==> src/cnef_pkg.sv <==
package cnef_pkg;

   // Coordinate format and the product of a coordinate with the cell scale.
   localparam int COORD_FRAC_BITS = 16;
   localparam int COORD_W = 32;
   localparam int SCALE_W = 19;
   localparam logic [SCALE_W-1:0] SCALE_RESET = 19'd65536;
   localparam int FBITS = COORD_FRAC_BITS + 16;
   localparam int PROD_W = 52;
   localparam int Q24_W = 24;
   localparam int CELL_ONE = 1 << Q24_W;

   // Integer hash multipliers and salts.
   localparam logic [31:0] HASH_K1 = 32'h9e3779b9;
   localparam logic [31:0] HASH_K2 = 32'h85ebca6b;
   localparam logic [31:0] HASH_K3 = 32'h7feb352d;
   localparam logic [31:0] HASH_K4 = 32'h846ca68b;
   localparam logic [31:0] SALT_FX = 32'h68bc21eb;
   localparam logic [31:0] SALT_FY = 32'h02e5be93;
   localparam logic [31:0] SALT_REGION = 32'ha511e9b3;

   // Feature points and distances.
   localparam int NCAND = 9;
   localparam logic [Q24_W-1:0] OFF_BASE = 24'd2013266;
   localparam logic [Q24_W-1:0] OFF_SPAN = 24'd12750684;
   localparam int DIFF_W = 27;
   localparam int SQ_W = 50;
   localparam int DIST_W = 51;

   // Pipelined square root: two result bits per stage.
   localparam int ROOT_W = 26;
   localparam int RAD_W = 2 * ROOT_W;
   localparam int REM_W = ROOT_W + 2;
   localparam int SQRT_STEPS = 2;
   localparam int SQRT_STAGES = ROOT_W / SQRT_STEPS;

   // Transition ramp and blend.
   localparam logic [ROOT_W-1:0] GAP = 26'd301990;
   localparam int RAMP_W = 21;
   localparam logic [RAMP_W-1:0] RAMP_DEN = 21'd2013266;
   localparam int RECIP_W = 36;
   localparam int RECIP_SHIFT = 40;
   localparam logic [RECIP_W-1:0] RECIP = RECIP_W'((64'd1 << 56) / 64'd2013266);
   localparam int T_W = 17;
   localparam logic [T_W-1:0] T_ONE = 17'd65536;
   localparam int REGION_W = 25;
   localparam logic [REGION_W-1:0] QUARTER = 25'd4194304;
   localparam logic [REGION_W-1:0] REGION_SPAN = 25'd23488102;
   localparam int FIELD_W = 16;
   localparam logic signed [FIELD_W-1:0] DARK_LEVEL = -16'sd31130;
   localparam logic signed [FIELD_W-1:0] FIELD_MIN = -16'sd31130;
   localparam logic signed [FIELD_W-1:0] FIELD_MAX = 16'sd22938;

   // Pipeline positions.
   localparam int HASH_LAT = 3;
   localparam int CTX_LEN = 9;
   localparam int FX_TAP = 3;
   localparam int R_DLY = 10;
   localparam int SRCH_LAST = 9;
   localparam int ROOT_LAST = 22;
   localparam int LATENCY = 30;

   typedef struct packed {
      logic [COORD_W-1:0] cx0;
      logic [COORD_W-1:0] cy0;
      logic [Q24_W-1:0]   fx;
      logic [Q24_W-1:0]   fy;
   } ctx_type;

   typedef struct packed {
      logic [DIST_W-1:0] d1;
      logic [DIST_W-1:0] d2;
      logic signed [1:0] best_ox;
      logic signed [1:0] best_oy;
   } srch_type;

   // Feature offset inside a cell: 0.12 + 0.76 * u in Q0.24.
   function automatic logic [Q24_W-1:0] feat_off(input logic [31:0] h);
      logic [2*Q24_W-1:0] prod;
      prod = (2*Q24_W)'(h[31:8]) * (2*Q24_W)'(OFF_SPAN);
      return OFF_BASE + prod[2*Q24_W-1:Q24_W];
   endfunction

   // Region level above the edge level: 0.25 + 1.40 * u in Q.24.
   function automatic logic [REGION_W-1:0] region_level(input logic [31:0] h);
      logic [Q24_W+REGION_W-1:0] prod;
      prod = (Q24_W+REGION_W)'(h[31:8]) * (Q24_W+REGION_W)'(REGION_SPAN);
      return QUARTER + prod[Q24_W+REGION_W-1:Q24_W];
   endfunction

   // Nearest and second-nearest update; ties keep the earlier candidate.
   function automatic srch_type srch_update(input srch_type s, input logic [DIST_W-1:0] dd,
                                            input logic signed [1:0] ox,
                                            input logic signed [1:0] oy);
      srch_type r;
      r = s;
      if (dd < s.d1) begin
         r.d2 = s.d1;
         r.d1 = dd;
         r.best_ox = ox;
         r.best_oy = oy;
      end else if (dd < s.d2) begin
         r.d2 = dd;
      end
      return r;
   endfunction

endpackage

==> src/cnef_hash.sv <==
module cnef_hash (
   input  logic        clock,
   input  logic        en,
   input  logic [31:0] cell_x,
   input  logic [31:0] cell_y,
   input  logic [31:0] salt,
   output logic [31:0] hash
);
   import cnef_pkg::*;

   logic [31:0] m1, m2, m3;
   logic [31:0] mix_in, mix_ff;
   logic [31:0] mul_in, mul_ff;
   logic [31:0] fin_in, fin_ff;

   // Three rounds, a register after every round; the first round has two multiplies, the others one each.
   always_comb begin
      m1 = (cell_x * HASH_K1) ^ (cell_y * HASH_K2) ^ salt;
      mix_in = m1 ^ (m1 >> 16);
      m2 = mix_ff * HASH_K3;
      mul_in = m2 ^ (m2 >> 15);
      m3 = mul_ff * HASH_K4;
      fin_in = m3 ^ (m3 >> 16);
   end

   always_ff @(posedge clock) begin
      if (en) begin
         mix_ff <= mix_in;
         mul_ff <= mul_in;
         fin_ff <= fin_in;
      end
   end

   assign hash = fin_ff;

endmodule

==> config.mk <==
export PLATFORM = sky130hd
export DESIGN_NAME = cnef_hash
export DESIGN_NICKNAME = d
export VERILOG_FILES = /design/src/cnef_pkg.sv /design/src/cnef_hash.sv
export SDC_FILE = /design/constraint.sdc
export NUM_CORES = 2
export LEC_CHECK = 0
export BUFFER_PORTS_ARGS = -buffer_cell sky130_fd_sc_hd__buf_4
export CORE_MARGIN = 10
export CORE_UTILIZATION = 40
export CTS_CLUSTER_SIZE = 25
export DETAILED_ROUTE_END_ITERATION = 16
export PLACE_DENSITY_LB_ADDON = 0.12
export SLEW_MARGIN = 25
export SYNTH_ARGS = -nofsm -noshare
export SYNTH_HDL_FRONTEND = slang
export SYNTH_SLANG_ARGS = --single-unit
==> constraint.sdc <==
create_clock -name clock -period 10.07 [get_ports clock]
set_input_delay 0.5035 -clock clock [delete_from_list [all_inputs] [get_ports clock]]
set_output_delay 0.5035 -clock clock [all_outputs]
set_load 0.02 [all_outputs]
==> flow_metrics.py <==
metrics = {
    "logic_synthesis": {
        "synth_top_area_frac": 0.413,
        "synthesis.area_per_instance_um2": 10.5,
        "postSynth.topFlopCell": "sky130_fd_sc_hd__edfxtp_1",
        "synth_fp_nets": 5413,
        "ys_seq_elements": 96,
        "post_synth_inst_count": 3744,
        "synth-seq-area-share": 0.0737,
        "post-synth-top-area-cell": "sky130_fd_sc_hd__fa_1",
        "number_of_enable_type_register_cells_in_the_synthesized_netlist": 96,
        "syn_area_um2": 39100,
        "post_synth_num_cell_types": 57,
        "ranking_of_synthesized_cells_by_area": "sky130_fd_sc_hd__fa_1, sky130_fd_sc_hd__ha_1, sky130_fd_sc_hd__inv_1",
        "ys.warnings.count": 0,
        "synth-async-reset-ratio": 0,
    },
    "worst_setup_path": {
        "crit_arrival_ps": 7480,
        "required_ps": 10190,
        "critical_path.endpoint_type": "register",
        "crit_top_cell": "sky130_fd_sc_hd__fa_1",
        "worst-path-max-fanout": 8,
        "slowest_stage": "sky130_fd_sc_hd__fa_1",
        "setup.reg_to_reg.worst_slack_ps": 2900,
        "reg2reg_from": "mul_ff[11]",
        "regToRegEndpoint": "hash[14]",
        "setup.worst_path.class": "in2reg",
        "length_in_cells_of_the_worst_reg_to_reg_path": 25,
        "path_cells": "buf_4 > inv_1 > fa_1 > inv_1 > fa_1 > fa_1 > fa_1 > ha_1 > ha_1 > fa_1 > fa_1 > ha_1 > a21oi_1 > o21ai_0 > a21o_1 > o311ai_1 > nand3b_1 > a21o_1 > a221oi_2 > xnor2_1 > xnor2_1 > xnor2_1",
        "critical-path-max-stage-delay_ps": 700,
        "start_kind": "primary input",
    },
    "sta": {
        "final.period_utilization": 0.731,
        "drv_slew": 0,
        "setup_repair_after_global_routing_missed_its_margin": "false",
        "worst_hold_slack_ps": 551,
        "setup-tns-final_ps": 0,
        "max_clock_freq_mhz": 136,
        "final_period_minus_worst_setup_slack_ps": 7360,
        "hold_viol_final": 0,
        "setup_violations": 0,
        "worst_clock_skew_ps": 21.3,
        "tightestPinTransition_ps": 1020,
        "timing.slew.headroom": 0.318,
    },
    "detailed_routing": {
        "detail_route.vias_per_cell": 4.71,
        "num_vias": 24339,
        "detail-route-antenna-nets": 0,
        "route.final.wire_length_mm": 108,
        "drtPass1Iterations": 5,
        "drt-initial-drc-count": 1003,
        "drcViolationCount": 0,
        "routedWlPerCell_um": 20.9,
    },
    "floorplan": {
        "die_h_um": 333,
        "boundary_pins": 130,
        "initial_core_util": 0.404,
        "fp-row-count": 114,
        "chipWidth_um": 333,
        "coreArea_um2": 96900,
        "total_die_area_um2": 111000,
    },
    "place": {
        "total_half_perimeter_wirelength_after_legalization_and_detailed_placement_mm": 99.3,
        "placed_cells": 5154,
        "placed_area_um2": 41700,
        "globalplace.congestion": 0.923,
        "numPortBuffers": 129,
    },
    "clocking": {
        "clk-insertion-delay-late_ps": 400,
        "tritoncts": "yes",
        "clk_pin_slew_ps": 90,
        "cts.sinks": 96,
        "clockBufferDepth": 2,
        "cts_resized": 0,
        "hold_buffers": 0,
        "clock-root-buffer": "sky130_fd_sc_hd__clkbuf_16",
        "cts_setup_buffers": 0,
        "ctsHtreeMaxLevel": 3,
        "cts_made_buffers": 9,
    },
    "global_routing": {
        "global_route_wire_length_before_repair_mm": 169,
        "global_route.usage.total": 0.203,
        "grt_max_degree": 74,
        "busiest_layer": "met2",
        "antenna_found_initial": 6,
        "number_of_global_route_vias_before_repair": 27925,
        "use_met1": 0.270,
        "grt_met2_usage": 0.343,
        "grt.overflow.total": 0,
        "globalRouteMet3Util": 0.0317,
    },
    "min_path": {
        "hold_path.class": "in2reg",
        "worstHoldPathCells": 1,
        "worstHoldStart": "en",
        "timing.hold.worst_endpoint": "mix_ff[6]",
    },
    "layout": {
        "fill_cells": 9504,
        "most_common_cell_after_layout_fill_and_taps_aside": "sky130_fd_sc_hd__inv_1",
        "final-instance-count-excl-fill": 5168,
        "fraction_of_layout_cells_with_a_size_suffix_above_1": 0.0411,
        "final_design_area_no_fill_um2": 42000,
        "antennaDiodeCount": 0,
        "area.growth.synth_to_final_pct": 7.38,
        "layout.cells.most_common_list": "sky130_fd_sc_hd__inv_1, sky130_fd_sc_hd__fa_1, sky130_fd_sc_hd__ha_1",
        "total_nets_final": 5558,
    },
    "run_status": {
        "run_status": "complete, no violations",
    },
    "run": {
        "number_of_max_capacitance_violations_reported": 0,
    },
}
==> sequential cells by signal, indices dropped and copies added, names as in the netlist <==
register,flops
mul_ff,32
hash,32
mix_ff,32
==> final cells by class <==
class                   instances  area, um^2  share of cell area
inverters                    1293        4850               0.115
repair buffers                134        1010              0.0239
flip-flops and latches         96        2880              0.0686
clock inverters                 4        55.1             0.00131
well taps                    1276        1600              0.0380
multi-input cells            2355       31400               0.747
clock buffers                  10         229             0.00545
==> stage by stage <==
step / worst slack, ps / util
final: 2710 / 0.434
after CTS: 2710 / 0.434
after global placement: 2250 / 0.431
after floorplan: 3030 / -
after global routing: 2320 / 0.434
after detailed placement: 2290 / 0.431
==> cell families after synthesis <==
kind of cell,synth area share
AO/OA/AOI/OAI,0.0460
XOR/XNOR,0.0794
adder cells (fa/ha/maj),0.657
buffers and inverters,0.124
flip-flops,0.0737
AND/OR/NAND/NOR,0.0199
==> synthesized netlist by cell type, types with 18 or more instances <==
cell / instances
sky130_fd_sc_hd__inv_1: 1293
sky130_fd_sc_hd__o21ai_0: 28
sky130_fd_sc_hd__edfxtp_1: 96
sky130_fd_sc_hd__xor2_1: 65
sky130_fd_sc_hd__a21o_1: 58
sky130_fd_sc_hd__nor2_1: 47
sky130_fd_sc_hd__a21oi_1: 77
sky130_fd_sc_hd__xnor2_1: 282
sky130_fd_sc_hd__o21a_1: 18
sky130_fd_sc_hd__ha_1: 764
sky130_fd_sc_hd__nand2_1: 52
sky130_fd_sc_hd__fa_1: 807
==> layer usage <==
layer	up-vias	share of wire
li1	11544	-
met1	12278	0.45
met2	412	0.48
met3	95	0.045
met4	10	0.024
met5	-	0.00057
==> worst max path at each step <==
stage | cells past startpoint | start | endpoint
after floorplan | 23 | cell_y[8] | mix_ff[14]
after global placement | 22 | cell_x[2] | mix_ff[15]
after detailed placement | 22 | cell_x[2] | mix_ff[15]
after CTS | 22 | cell_x[2] | mix_ff[15]
after global routing | 22 | cell_x[2] | mix_ff[15]
final | 22 | cell_x[2] | mix_ff[15]
==> worst max-delay path: cells and delay by family <==
family / cells / cell delay [ps]
compound gates: 6 / 1520
xor+xnor: 3 / 780
fa+ha+maj: 9 / 3950
buf+inv: 3 / 540
simple gates: 1 / 160
Power is left out: the tool's default activity adds up to more than one toggle a clock period on the data nets, which glitch-free logic cannot reach.
