## src/cnef_pkg.sv

```systemverilog
package cnef_pkg;

   // Coordinate format and the product of a coordinate with the cell scale.
   localparam int COORD_FRAC_BITS = 16;
   localparam int COORD_W = 32;
   localparam int SCALE_W = 19;
   localparam logic [SCALE_W-1:0] SCALE_RESET = 19'd65536;
   localparam int FBITS = COORD_FRAC_BITS + 16;
   localparam int PROD_W = 52;
   localparam int Q24_W = 24;
   localparam int CELL_ONE = 1 << Q24_W;

   // Integer hash multipliers and salts.
   localparam logic [31:0] HASH_K1 = 32'h9e3779b9;
   localparam logic [31:0] HASH_K2 = 32'h85ebca6b;
   localparam logic [31:0] HASH_K3 = 32'h7feb352d;
   localparam logic [31:0] HASH_K4 = 32'h846ca68b;
   localparam logic [31:0] SALT_FX = 32'h68bc21eb;
   localparam logic [31:0] SALT_FY = 32'h02e5be93;
   localparam logic [31:0] SALT_REGION = 32'ha511e9b3;

   // Feature points and distances.
   localparam int NCAND = 9;
   localparam logic [Q24_W-1:0] OFF_BASE = 24'd2013266;
   localparam logic [Q24_W-1:0] OFF_SPAN = 24'd12750684;
   localparam int DIFF_W = 27;
   localparam int SQ_W = 50;
   localparam int DIST_W = 51;

   // Pipelined square root: two result bits per stage.
   localparam int ROOT_W = 26;
   localparam int RAD_W = 2 * ROOT_W;
   localparam int REM_W = ROOT_W + 2;
   localparam int SQRT_STEPS = 2;
   localparam int SQRT_STAGES = ROOT_W / SQRT_STEPS;

   // Transition ramp and blend.
   localparam logic [ROOT_W-1:0] GAP = 26'd301990;
   localparam int RAMP_W = 21;
   localparam logic [RAMP_W-1:0] RAMP_DEN = 21'd2013266;
   localparam int RECIP_W = 36;
   localparam int RECIP_SHIFT = 40;
   localparam logic [RECIP_W-1:0] RECIP = RECIP_W'((64'd1 << 56) / 64'd2013266);
   localparam int T_W = 17;
   localparam logic [T_W-1:0] T_ONE = 17'd65536;
   localparam int REGION_W = 25;
   localparam logic [REGION_W-1:0] QUARTER = 25'd4194304;
   localparam logic [REGION_W-1:0] REGION_SPAN = 25'd23488102;
   localparam int FIELD_W = 16;
   localparam logic signed [FIELD_W-1:0] DARK_LEVEL = -16'sd31130;
   localparam logic signed [FIELD_W-1:0] FIELD_MIN = -16'sd31130;
   localparam logic signed [FIELD_W-1:0] FIELD_MAX = 16'sd22938;

   // Pipeline positions.
   localparam int HASH_LAT = 3;
   localparam int CTX_LEN = 9;
   localparam int FX_TAP = 3;
   localparam int R_DLY = 10;
   localparam int SRCH_LAST = 9;
   localparam int ROOT_LAST = 22;
   localparam int LATENCY = 30;

   typedef struct packed {
      logic [COORD_W-1:0] cx0;
      logic [COORD_W-1:0] cy0;
      logic [Q24_W-1:0]   fx;
      logic [Q24_W-1:0]   fy;
   } ctx_type;

   typedef struct packed {
      logic [DIST_W-1:0] d1;
      logic [DIST_W-1:0] d2;
      logic signed [1:0] best_ox;
      logic signed [1:0] best_oy;
   } srch_type;

   // Feature offset inside a cell: 0.12 + 0.76 * u in Q0.24.
   function automatic logic [Q24_W-1:0] feat_off(input logic [31:0] h);
      logic [2*Q24_W-1:0] prod;
      prod = (2*Q24_W)'(h[31:8]) * (2*Q24_W)'(OFF_SPAN);
      return OFF_BASE + prod[2*Q24_W-1:Q24_W];
   endfunction

   // Region level above the edge level: 0.25 + 1.40 * u in Q.24.
   function automatic logic [REGION_W-1:0] region_level(input logic [31:0] h);
      logic [Q24_W+REGION_W-1:0] prod;
      prod = (Q24_W+REGION_W)'(h[31:8]) * (Q24_W+REGION_W)'(REGION_SPAN);
      return QUARTER + prod[Q24_W+REGION_W-1:Q24_W];
   endfunction

   // Nearest and second-nearest update; ties keep the earlier candidate.
   function automatic srch_type srch_update(input srch_type s, input logic [DIST_W-1:0] dd,
                                            input logic signed [1:0] ox,
                                            input logic signed [1:0] oy);
      srch_type r;
      r = s;
      if (dd < s.d1) begin
         r.d2 = s.d1;
         r.d1 = dd;
         r.best_ox = ox;
         r.best_oy = oy;
      end else if (dd < s.d2) begin
         r.d2 = dd;
      end
      return r;
   endfunction

endpackage

```

## src/cnef_isqrt.sv

```systemverilog
module cnef_isqrt (
   input  logic                          clock,
   input  logic                          en,
   input  logic [cnef_pkg::DIST_W-1:0]   radicand,
   output logic [cnef_pkg::ROOT_W-1:0]   root
);
   import cnef_pkg::*;

   typedef struct packed {
      logic [RAD_W-1:0]  rad;
      logic [REM_W-1:0]  rem;
      logic [ROOT_W-1:0] root;
   } sq_state_type;

   sq_state_type src [SQRT_STAGES];
   sq_state_type st_in [SQRT_STAGES];
   sq_state_type st_ff [SQRT_STAGES];

   // Digit-by-digit floor root, one result bit per step.
   function automatic sq_state_type sqrt_steps(input sq_state_type s);
      sq_state_type r;
      logic [REM_W+1:0] acc;
      logic [REM_W+1:0] trial;
      r = s;
      for (int i = 0; i < SQRT_STEPS; i++) begin
         acc = {r.rem, r.rad[RAD_W-1 -: 2]};
         trial = (REM_W+2)'({r.root, 2'b01});
         r.rad = r.rad << 2;
         if (acc >= trial) begin
            r.rem = REM_W'(acc - trial);
            r.root = {r.root[ROOT_W-2:0], 1'b1};
         end else begin
            r.rem = REM_W'(acc);
            r.root = {r.root[ROOT_W-2:0], 1'b0};
         end
      end
      return r;
   endfunction

   // First stage starts from the padded radicand.
   always_comb begin
      src[0].rad = RAD_W'(radicand);
      src[0].rem = '0;
      src[0].root = '0;
      for (int s = 1; s < SQRT_STAGES; s++) begin
         src[s] = st_ff[s-1];
      end
      for (int s = 0; s < SQRT_STAGES; s++) begin
         st_in[s] = sqrt_steps(src[s]);
      end
   end

   always_ff @(posedge clock) begin
      if (en) begin
         for (int s = 0; s < SQRT_STAGES; s++) begin
            st_ff[s] <= st_in[s];
         end
      end
   end

   assign root = st_ff[SQRT_STAGES-1].root;

endmodule

```

## config.mk

```make
export PLATFORM = sky130hd
export DESIGN_NAME = cnef_isqrt
export DESIGN_NICKNAME = d
export VERILOG_FILES = /design/src/cnef_pkg.sv /design/src/cnef_isqrt.sv
export SDC_FILE = /design/constraint.sdc
export NUM_CORES = 2
export LEC_CHECK = 0
export ABC_AREA = 0
export BUFFER_PORTS_ARGS = -buffer_cell sky130_fd_sc_hd__clkbuf_2
export CAP_MARGIN = 20
export CORE_ASPECT_RATIO = 1.5
export CORE_MARGIN = 2
export CORE_UTILIZATION = 50
export CTS_CLUSTER_SIZE = 30
export DETAILED_ROUTE_END_ITERATION = 10
export GPL_TIMING_DRIVEN = 0
export PLACE_DENSITY = 0.66
export RECOVER_POWER = 25
export SYNTH_ARGS = -nofsm -noshare
export SYNTH_HDL_FRONTEND = slang
export SYNTH_SLANG_ARGS = --single-unit
```

## constraint.sdc

```tcl
create_clock -name clock -period 6.85 [get_ports clock]
set_input_delay 2.055 -clock clock [delete_from_list [all_inputs] [get_ports clock]]
set_output_delay 2.055 -clock clock [all_outputs]
set_load 0.03 [all_outputs]
```

==> impl_metrics.toml <==
[floorplan]
die_area_um2 = 106700
die_y_um = 399.1
fp-row-count = 144
core_um2 = 102900
initial_core_util = 0.5057
fp.dieW_um = 267.4
ios = 79

[critical_path]
endpoint = "st_ff[1][351]"
worstReg2RegEnd = "st_ff[1][351]"
r2r_cells = 26
crit_start = "st_ff[1][217]"
r2r-start = "st_ff[1][217]"
crit_type = "flop to flop"
cp-end-kind = "flop"
critical_path.max_fanout = 10
startpoint_type = "flop"
cp_data_required_time_ns = 7.27
r2r_slack_ns = 0.11
crit_arrival_ns = 7.16

[route]
wl_um = 143200
num_vias = 39716
antenna_left = 0
drtIter0Drc = 2514
wl_per_cell_um = 21.13
drc_errors = 0
viasPerCell = 5.861
dr.pass1.iters = 6

[sta]
slew_violations = 0
period_share = 0.9841
relSlewSlack = 0.2367
skew_ns = 0.06208
holdWs_ns = 0.3658
finalHoldViolCount = 0
max_clock_freq_mhz = 148.4
worst_pin_slew_ns = 1.135
finalSetupViolCount = 0
rsz0062_at_grt = "false"
tns_ns = 0
period_minus_slack_ns = 6.741

[grt]
grt_use_total = 0.2664
grt_pass1_wl_um = 218000
antenna_found_initial = 2
grt_max_degree = 119
grt_overflow = 0
grt_pass1_vias = 39625

[clock_tree]
clockBufferDepth = 3
cts_tree = "done"
htree_levels = 3
insertion_delay_ns = 0.71
clk_pin_slew_ns = 0.06
cts.sinks = 807
cts_made_buffers = 83
hold_buffers = 0
root_buffer = "clkbuf_16"

[synth]
synthArstFlopShare = 0
avgSynthCellArea_um2 = 10.14
synthCells = 5129
yosys_warnings = 0
synth-seq-cells = 807
synth_area_um2 = 52030
synth.distinct_cells = 88
synth_nets = 5556
ys_seq_area_frac = 0.4658
ys.flop_type = "edfxtp_1"
synth_edf_count = 807

[layout]
area_growth_syn_to_layout_pct = 11.16
reg_top3 = "st_ff (807)"
drive_gt1_frac = 0.08686
largest_reg_flops = 807
final_cell_mix = "edfxtp_1, a21oi_1, nor2_1"
max_flop_register = "st_ff"
nets = 5746
fin_util = 0.5621
layout_commonest_cell = "edfxtp_1"

[run_status]
status = "completed"

[placed_design]
hpwl_um = 112800
gp_congestion = 1.008
port_buffers = 78

[power]
leakage_nw = 22.72
peakVddDrop_mv = 0.2583
power_density_nw_per_um2 = 371.0

[hold_path]
min_path_type = "flop to flop"

[job]
maxCapViolations = 0
[through the flow]
step	area [um^2]	instances	power (mW)	setup WS, ns
2_1_floorplan	52030	5129	14.07	1.091
3_3_place_gp	54150	6594	16.54	-10.00
3_5_place_dp	54370	6605	16.49	-2.750
4_1_cts	57580	6770	21.36	0.002125
5_1_grt	57830	6775	22.75	0.001474
6_report	57830	6776	21.45	0.1092
[critical path, stage by stage, from the launching register on]
cell	delay, ns
edfxtp_1	0.48
inv_1	0.10
ha_1	0.38
a21oi_1	0.31
o21ai_1	0.17
a221oi_2	0.26
buf_4	0.18
a41oi_2	0.16
clkbuf_8	0.24
clkinvlp_4	0.22
clkbuf_4	0.28
clkbuf_4	0.28
o21ai_0	0.18
ha_1	0.30
clkbuf_1	0.26
and4_1	0.31
nand4_1	0.12
o21ai_1	0.27
a211oi_1	0.11
o31ai_1	0.34
nor2_1	0.14
a21oi_4	0.29
nand2_1	0.11
nand4_1	0.12
buf_2	0.38
buf_4	0.30
a21oi_2	0.12
[final cells by class]
class	count	area, um^2
antenna	1	2.502
clock inverter	61	738.2
clock buffer	93	2115
timing repair buffer	117	820.8
fill	9068	45050
tap	1387	1735
multi-input combinational	3860	26360
timing repair inverter	1	5.005
sequential	807	24230
inverter	331	1257
buffer	118	563.0
[logic make-up (layout without fill, tap and decap cells)]
family                     after synthesis  after routing  share of synthesized area
AOI/OAI and AO/OA                     1321           1321                     0.1590
xor gates and xnor gates               493            493                    0.08299
adders and majority gates              374            374                    0.08994
buffers and inverters                  462            721                    0.03352
DFF                                    807            807                     0.4658
muxes                                   82             82                    0.01739
other                                    0              1                          0
and+or+nand+nor                       1590           1590                     0.1513
[cell usage after synthesis, types with 29 or more instances]
| cell type | n | area [um^2] |
|---|---|---|
| xor2_1 | 156 | 1366 |
| nor3_1 | 136 | 680.7 |
| a31oi_1 | 48 | 300.3 |
| nand4_1 | 79 | 494.2 |
| inv_1 | 325 | 1220 |
| edfxtp_1 | 807 | 24230 |
| mux2_2 | 63 | 709.4 |
| o31ai_1 | 35 | 262.8 |
| and2_1 | 29 | 181.4 |
| o21bai_1 | 35 | 262.8 |
| xnor2_1 | 337 | 2952 |
| o211ai_1 | 36 | 270.3 |
| or3_1 | 45 | 281.5 |
| or2_2 | 29 | 181.4 |
| nand3_1 | 132 | 660.6 |
| nor2b_1 | 60 | 375.4 |
| clkbuf_1 | 116 | 435.4 |
| nor2_1 | 410 | 1539 |
| and3_1 | 40 | 250.2 |
| o21ai_0 | 283 | 1416 |
| a211oi_1 | 39 | 292.8 |
| nand2b_1 | 60 | 375.4 |
| a21o_1 | 138 | 1036 |
| nor4_1 | 61 | 381.6 |
| ha_1 | 374 | 4679 |
| nand2_1 | 390 | 1464 |
| o21a_1 | 71 | 533.0 |
| a21oi_1 | 449 | 2247 |
[power breakdown]
| part | internal [mW] | switching (mW) | total (mW) | leakage (nW) |
|---|---|---|---|---|
| clock network | 2.63 | 2.08 | 4.71 | 1.36 |
| registers | 6.62 | 0.603 | 7.22 | 7.72 |
| logic | 3.88 | 5.65 | 9.53 | 13.6 |
| total | 13.1 | 8.33 | 21.5 | 22.7 |
[routing by layer]
metal / up-vias / wire, um / global-route usage
met5: - / 9 / 0
met4: 2 / 14300 / 0.2312
met3: 513 / 5281 / 0.03766
met2: 1027 / 75380 / 0.5030
met1: 18749 / 48210 / 0.2483
li1: 19425 / - / -
[how the worst min path moves through the flow]
stage | slack [ns] | end | depth (start not counted) | startpoint
3_3_place_gp | 0.40 | st_ff[0][302] | 0 | st_ff[0][196]
6_report | 0.37 | st_ff[0][707] | 0 | st_ff[0][601]
4_1_cts | 0.35 | st_ff[0][707] | 0 | st_ff[0][601]
2_1_floorplan | 0.40 | st_ff[0][160] | 0 | st_ff[0][54]
3_5_place_dp | 0.40 | st_ff[0][202] | 0 | st_ff[0][96]
5_1_grt | 0.36 | st_ff[0][707] | 0 | st_ff[0][601]
[repair_timing]
item	CTS	global route
setup endpoints to repair	187	164
resized for setup	88	65
buffers inserted	14	13
pin swaps	7	5
cloned	0	1
hold endpoints to repair	0	0
No activity file was read; power rests on OpenSTA's default activity.
