--- src/cnef_pkg.sv ---
package cnef_pkg;

   // Coordinate format and the product of a coordinate with the cell scale.
   localparam int COORD_FRAC_BITS = 16;
   localparam int COORD_W = 32;
   localparam int SCALE_W = 19;
   localparam logic [SCALE_W-1:0] SCALE_RESET = 19'd65536;
   localparam int FBITS = COORD_FRAC_BITS + 16;
   localparam int PROD_W = 52;
   localparam int Q24_W = 24;
   localparam int CELL_ONE = 1 << Q24_W;

   // Integer hash multipliers and salts.
   localparam logic [31:0] HASH_K1 = 32'h9e3779b9;
   localparam logic [31:0] HASH_K2 = 32'h85ebca6b;
   localparam logic [31:0] HASH_K3 = 32'h7feb352d;
   localparam logic [31:0] HASH_K4 = 32'h846ca68b;
   localparam logic [31:0] SALT_FX = 32'h68bc21eb;
   localparam logic [31:0] SALT_FY = 32'h02e5be93;
   localparam logic [31:0] SALT_REGION = 32'ha511e9b3;

   // Feature points and distances.
   localparam int NCAND = 9;
   localparam logic [Q24_W-1:0] OFF_BASE = 24'd2013266;
   localparam logic [Q24_W-1:0] OFF_SPAN = 24'd12750684;
   localparam int DIFF_W = 27;
   localparam int SQ_W = 50;
   localparam int DIST_W = 51;

   // Pipelined square root: two result bits per stage.
   localparam int ROOT_W = 26;
   localparam int RAD_W = 2 * ROOT_W;
   localparam int REM_W = ROOT_W + 2;
   localparam int SQRT_STEPS = 2;
   localparam int SQRT_STAGES = ROOT_W / SQRT_STEPS;

   // Transition ramp and blend.
   localparam logic [ROOT_W-1:0] GAP = 26'd301990;
   localparam int RAMP_W = 21;
   localparam logic [RAMP_W-1:0] RAMP_DEN = 21'd2013266;
   localparam int RECIP_W = 36;
   localparam int RECIP_SHIFT = 40;
   localparam logic [RECIP_W-1:0] RECIP = RECIP_W'((64'd1 << 56) / 64'd2013266);
   localparam int T_W = 17;
   localparam logic [T_W-1:0] T_ONE = 17'd65536;
   localparam int REGION_W = 25;
   localparam logic [REGION_W-1:0] QUARTER = 25'd4194304;
   localparam logic [REGION_W-1:0] REGION_SPAN = 25'd23488102;
   localparam int FIELD_W = 16;
   localparam logic signed [FIELD_W-1:0] DARK_LEVEL = -16'sd31130;
   localparam logic signed [FIELD_W-1:0] FIELD_MIN = -16'sd31130;
   localparam logic signed [FIELD_W-1:0] FIELD_MAX = 16'sd22938;

   // Pipeline positions.
   localparam int HASH_LAT = 3;
   localparam int CTX_LEN = 9;
   localparam int FX_TAP = 3;
   localparam int R_DLY = 10;
   localparam int SRCH_LAST = 9;
   localparam int ROOT_LAST = 22;
   localparam int LATENCY = 30;

   typedef struct packed {
      logic [COORD_W-1:0] cx0;
      logic [COORD_W-1:0] cy0;
      logic [Q24_W-1:0]   fx;
      logic [Q24_W-1:0]   fy;
   } ctx_type;

   typedef struct packed {
      logic [DIST_W-1:0] d1;
      logic [DIST_W-1:0] d2;
      logic signed [1:0] best_ox;
      logic signed [1:0] best_oy;
   } srch_type;

   // Feature offset inside a cell: 0.12 + 0.76 * u in Q0.24.
   function automatic logic [Q24_W-1:0] feat_off(input logic [31:0] h);
      logic [2*Q24_W-1:0] prod;
      prod = (2*Q24_W)'(h[31:8]) * (2*Q24_W)'(OFF_SPAN);
      return OFF_BASE + prod[2*Q24_W-1:Q24_W];
   endfunction

   // Region level above the edge level: 0.25 + 1.40 * u in Q.24.
   function automatic logic [REGION_W-1:0] region_level(input logic [31:0] h);
      logic [Q24_W+REGION_W-1:0] prod;
      prod = (Q24_W+REGION_W)'(h[31:8]) * (Q24_W+REGION_W)'(REGION_SPAN);
      return QUARTER + prod[Q24_W+REGION_W-1:Q24_W];
   endfunction

   // Nearest and second-nearest update; ties keep the earlier candidate.
   function automatic srch_type srch_update(input srch_type s, input logic [DIST_W-1:0] dd,
                                            input logic signed [1:0] ox,
                                            input logic signed [1:0] oy);
      srch_type r;
      r = s;
      if (dd < s.d1) begin
         r.d2 = s.d1;
         r.d1 = dd;
         r.best_ox = ox;
         r.best_oy = oy;
      end else if (dd < s.d2) begin
         r.d2 = dd;
      end
      return r;
   endfunction

endpackage

--- src/cnef_ramp.sv ---
module cnef_ramp (
   input  logic                            clock,
   input  logic                            en,
   input  logic [cnef_pkg::ROOT_W-1:0]     root_near,
   input  logic [cnef_pkg::ROOT_W-1:0]     root_far,
   input  logic [cnef_pkg::REGION_W-1:0]   region,
   output logic [cnef_pkg::FIELD_W-1:0]    field_value
);
   import cnef_pkg::*;

   localparam int PQ_W = RAMP_W + RECIP_W;
   localparam int NUM_W = RAMP_W + 17;
   localparam int RE_W = REGION_W + T_W;

   typedef struct packed {
      logic zero;
      logic full;
   } mode_type;

   logic [ROOT_W-1:0]   sep, n_wide;
   mode_type            mode_in, mode_ff, mode2_ff;
   logic [RAMP_W-1:0]   n_in, n_ff, n2_ff;
   logic [PQ_W-1:0]     pq_in, pq_ff;
   logic [T_W-1:0]      q0, t_in, t_ff, t3_ff;
   logic [NUM_W-1:0]    num, qr, rem;
   logic [2*T_W-1:0]    tt;
   logic [T_W-1:0]      t2_in, t2_ff;
   logic [T_W:0]        w;
   logic [2*T_W:0]      ew;
   logic [T_W-1:0]      e_in, e_ff;
   logic [RE_W-1:0]     re_in, re_ff;
   logic [RE_W:0]       rnd;
   logic [FIELD_W-1:0]  fv_in, fv_ff;
   logic [REGION_W-1:0] r_ff [5];

   always_comb begin
      // Root difference past the gap, with the flat and saturated ends flagged.
      sep = root_far - root_near;
      n_wide = sep - GAP;
      mode_in.zero = (sep <= GAP);
      mode_in.full = !mode_in.zero && (n_wide >= ROOT_W'(RAMP_DEN));
      n_in = n_wide[RAMP_W-1:0];
      // Quotient estimate by reciprocal.
      pq_in = PQ_W'(n_ff) * PQ_W'(RECIP);
      // One correction step, then the clamp.
      q0 = pq_ff[RECIP_SHIFT +: T_W];
      num = {n2_ff, 17'd0} >> 1;
      qr = NUM_W'(q0) * NUM_W'(RAMP_DEN);
      rem = num - qr;
      priority if (mode2_ff.zero) begin
         t_in = '0;
      end else if (mode2_ff.full) begin
         t_in = T_ONE;
      end else if (rem >= NUM_W'(RAMP_DEN)) begin
         t_in = q0 + T_W'(1);
      end else begin
         t_in = q0;
      end
      // Smoothstep: t^2 (3 - 2t).
      tt = (2*T_W)'(t_ff) * (2*T_W)'(t_ff);
      t2_in = tt[16 +: T_W];
      w = (T_W+1)'(196608) - {t3_ff, 1'b0};
      ew = (2*T_W+1)'(t2_ff) * (2*T_W+1)'(w);
      e_in = ew[16 +: T_W];
      // Blend toward the region level, rounded half up to Q1.15.
      re_in = RE_W'(r_ff[4]) * RE_W'(e_ff);
      rnd = (RE_W+1)'(re_ff) + (RE_W+1)'(1 << 24);
      fv_in = DARK_LEVEL + rnd[25 +: FIELD_W];
   end

   always_ff @(posedge clock) begin
      if (en) begin
         mode_ff <= mode_in;
         n_ff <= n_in;
         mode2_ff <= mode_ff;
         n2_ff <= n_ff;
         pq_ff <= pq_in;
         t_ff <= t_in;
         t3_ff <= t_ff;
         t2_ff <= t2_in;
         e_ff <= e_in;
         re_ff <= re_in;
         fv_ff <= fv_in;
         r_ff[0] <= region;
         for (int i = 1; i < 5; i++) begin
            r_ff[i] <= r_ff[i-1];
         end
      end
   end

   assign field_value = fv_ff;

endmodule

--- config.mk ---
export PLATFORM = sky130hd
export DESIGN_NAME = cnef_ramp
export DESIGN_NICKNAME = d
export VERILOG_FILES = /design/src/cnef_pkg.sv /design/src/cnef_ramp.sv
export SDC_FILE = /design/constraint.sdc
export NUM_CORES = 2
export LEC_CHECK = 0
export BUFFER_PORTS_ARGS = -buffer_cell sky130_fd_sc_hd__buf_2
export CELL_PAD_IN_SITES_DETAIL_PLACEMENT = 1
export CELL_PAD_IN_SITES_GLOBAL_PLACEMENT = 1
export CORE_MARGIN = 1.5
export CORE_UTILIZATION = 45
export CTS_CLUSTER_DIAMETER = 30
export DETAILED_ROUTE_END_ITERATION = 12
export GPL_TIMING_DRIVEN = 0
export PLACE_DENSITY_LB_ADDON = 0.1
export SYNTH_ARGS = -nofsm -noshare
export SYNTH_HDL_FRONTEND = slang
export SYNTH_SLANG_ARGS = --single-unit
--- constraint.sdc ---
create_clock -name clock -period 10.1 [get_ports clock]
set_clock_uncertainty 0.15 [all_clocks]
set_input_delay 0 -clock clock [delete_from_list [all_inputs] [get_ports clock]]
set_output_delay 0 -clock clock [all_outputs]
set_load 0.005 [all_outputs]
==> summary.txt <==
Number of global-route vias before repair -> 45590
Reg clk slew, reported paths -> 0.04 ns
Post-synth EDFFs -> 289
Tcrit/Tclk final -> 96.48%
Post-Route WL -> 153500 um
Met2 Resource Use GR -> 41.99%
Filler cells -> 14270
Nature of the critical path startpoint -> flip-flop
Met3 Use GR -> 2.441%
Worst EP arrival -> 10.06 ns
Worst Hold Class -> in -> reg
DRT iter0 DRCs -> 1750
First-pass GRT wire length -> 249500 um
Port Buffers -> 94
Sequential cell area -> 0.008678 mm^2
Setup violations, final -> 0
Mapped Cells -> 5878
CP Max Fanout -> 8
Via Count -> 40540
Wire per inst -> 19.53 um
Finished Core Util -> 50.29%
Gr busiest metal -> met2
Ys Warns -> 0
Max frequency -> 102.6 MHz
Die Wd -> 362.5 um
Worst Setup End Kind -> flip-flop
Fin crit period -> 9.744 ns
Cell area after synthesis -> 0.05814 mm^2
Crit-path most repeated cell -> fa_1
All-layer global routing usage -> 24.31%
DRC Markers -> 0
Worst path required time -> 10.42 ns
CTS tree -> done
Max stage delay cell, worst path -> fa_1
Clk_lat worst skew -> 0.66 ns
Seq/Total Area, Yosys -> 14.93%
Final setup TNS -> 0 ns
Floorplan core area -> 0.1278 mm^2
Post-synth cell types -> 93
H-tree lvl count -> 3
Die height -> 362.5 um
Layout cells sized above 1 -> 5.228%
Syn_area_per_cell -> 9.892 um^2
Syn Nets -> 7801
Die area -> 0.1314 mm^2
TritonRoute pass-1 iters -> 5
Worst path max stage delay -> 0.54 ns
Primary FF master, synth -> edfxtp_1
Critical path class -> reg -> reg
Final Hold Viols -> 0
Root Buffer Master -> clkbuf_16
Dpl hpwl -> 127900 um
Num CTS Buffers -> 70
Initial Util -> 45.48%
Async SR Flop Fraction -> 0%
Pins Over Slew Limit -> 0
Initial antenna violation count -> 1
Synthesis-stage register bit count -> 289
Number of vias per cell -> 5.157
Headroom to the max-slew limit -> 33.01%
ANT nets after route -> 0
Run status -> completed
Worst-Margin Slew -> 1.005 ns
Multi-input logic area -> 0.04358 mm^2
Final nets -> 8066
Row Count -> 131
Area grow syn2layout -> 10.58%
Clock Path Buffers -> 3
Pin count of the biggest net entering global routing -> 117
Num Clock Sinks -> 289
GR Util met1 -> 33.19%
I/O pin cnt -> 95
Max Cap Viol -> 0
GPL Wtd Cong -> 0.8747
Total gr overflow -> 0
==> sequential cells by signal, summed over array words and instances, names as in the netlist <==
signal       count
mode2_ff         2
e_ff            17
mode_ff          2
n2_ff           21
t3_ff           17
field_value     16
t_ff            17
t2_ff           17
re_ff           17
n_ff            21
pq_ff           17
r_ff           125
==> layout by cell type, fill, tap and decap left out, types with 12 or more instances in the layout <==
cell type      instances
inv_1               1454
fa_1                1090
ha_1                 750
nand2_1              675
edfxtp_1             289
and2_1               261
clkbuf_1             157
nor2_1               146
a21oi_1              138
xnor2_1              128
buf_2                 97
o21ai_0               86
a21o_1                74
clkbuf_16             71
dlygate4sd3_1         70
xor2_1                58
nor3_1                52
nand3_1               50
nor2b_1               33
and3_1                30
buf_4                 28
nand2b_1              27
o21a_1                23
nand4_1               23
a31oi_1               19
o31ai_1               17
or2_2                 16
or4_1                 14
a211oi_1              13
or3_1                 13
o211ai_1              13
nor3b_1               12
clkinv_1              12
==> stage by stage <==
step | cells | setup slack, ns | cell area (um^2) | hold slack [ns]
finish | 7860 | 0.3557 | 64290 | 0.05229
global route | 7859 | -0.05902 | 64290 | 0.07296
CTS | 7838 | 0.003337 | 63980 | 0.001998
detailed placement | 7636 | -1.235 | 60760 | 0.02880
global placement | 7634 | -1.017 | 60690 | 0.02704
floorplan | 5878 | 0.7629 | 58140 | -0.05113
==> critical path, delay by kind of cell (launching register included) <==
family	cells	cell delay, ns
flops	1	0.48
compound gates	14	3.25
simple gates	5	1.35
xor+xnor	1	0.29
fa+ha+maj	8	3.34
buf+inv	6	0.72
==> synthesized netlist by cell type (27+ instances only) <==
| library cell | n | share of area, % |
|---|---|---|
| a21oi_1 | 141 | 1.2 |
| o21ai_0 | 87 | 0.75 |
| fa_1 | 1091 | 38 |
| xnor2_1 | 134 | 2.0 |
| a21o_1 | 74 | 0.96 |
| nand2b_1 | 27 | 0.29 |
| nand3_1 | 50 | 0.43 |
| nand2_1 | 675 | 4.4 |
| nor2b_1 | 33 | 0.36 |
| nor3_1 | 53 | 0.46 |
| xor2_1 | 61 | 0.92 |
| clkbuf_1 | 158 | 1.0 |
| inv_1 | 1455 | 9.4 |
| and3_1 | 30 | 0.32 |
| edfxtp_1 | 289 | 15 |
| ha_1 | 753 | 16 |
| nor2_1 | 147 | 0.95 |
| and2_1 | 261 | 2.8 |
==> worst paths after layout <==
path,startpoint,cells after the start,end,slack (ns)
worst max register to register,pq_ff[45],34,t_ff[8],0.36
worst min-delay path,root_near[2],5,n_ff[2],0.05
worst min register to register,r_ff[0][19],0,r_ff[0][44],0.26
worst max-delay path,pq_ff[45],34,t_ff[8],0.36
==> kinds of logic (layout without fill, tap and decap cells) <==
| group | Yosys count | in the layout | synth area share (%) |
|---|---|---|---|
| DFF | 289 | 289 | 14.93 |
| muxes | 11 | 11 | 0.1937 |
| xor gates and xnor gates | 198 | 198 | 3.041 |
| other | 0 | 1 | 0 |
| AOI/OAI and AO/OA | 508 | 508 | 5.864 |
| adders and majority gates | 1845 | 1845 | 53.78 |
| buffers and inverters | 1621 | 1940 | 10.48 |
| and+or+nand+nor | 1406 | 1406 | 11.71 |
==> layer usage <==
metal,share of wire [%],up-vias
met2,50,639
met3,3.3,147
met1,45,20980
li1,-,18770
met4,1.7,0
met5,0,-
==> cell type report <==
cell class / instances / area share (%)
repair buffers: 195 / 2.257
clock inverters: 48 / 0.9380
plain buffers: 163 / 0.9808
diodes: 1 / 0.003892
inverters: 1456 / 8.500
clock buffers: 78 / 2.804
flip-flops and latches: 289 / 13.50
well taps: 1662 / 3.234
multi-input cells: 3968 / 67.78
==> timing repair <==
| item | CTS | global route |
|---|---|---|
| buffers inserted | 7 | 21 |
| gates cloned | 0 | 1 |
| hold endpoints to repair | 96 | 0 |
| pin swaps | 1 | 19 |
| endpoints found under the setup margin | 21 | 23 |
| hold buffers | 70 | 0 |
| gates resized for setup | 12 | 36 |
Power is left out: the tool's default activity adds up to more than one toggle a clock period on the data nets, which glitch-free logic cannot reach.
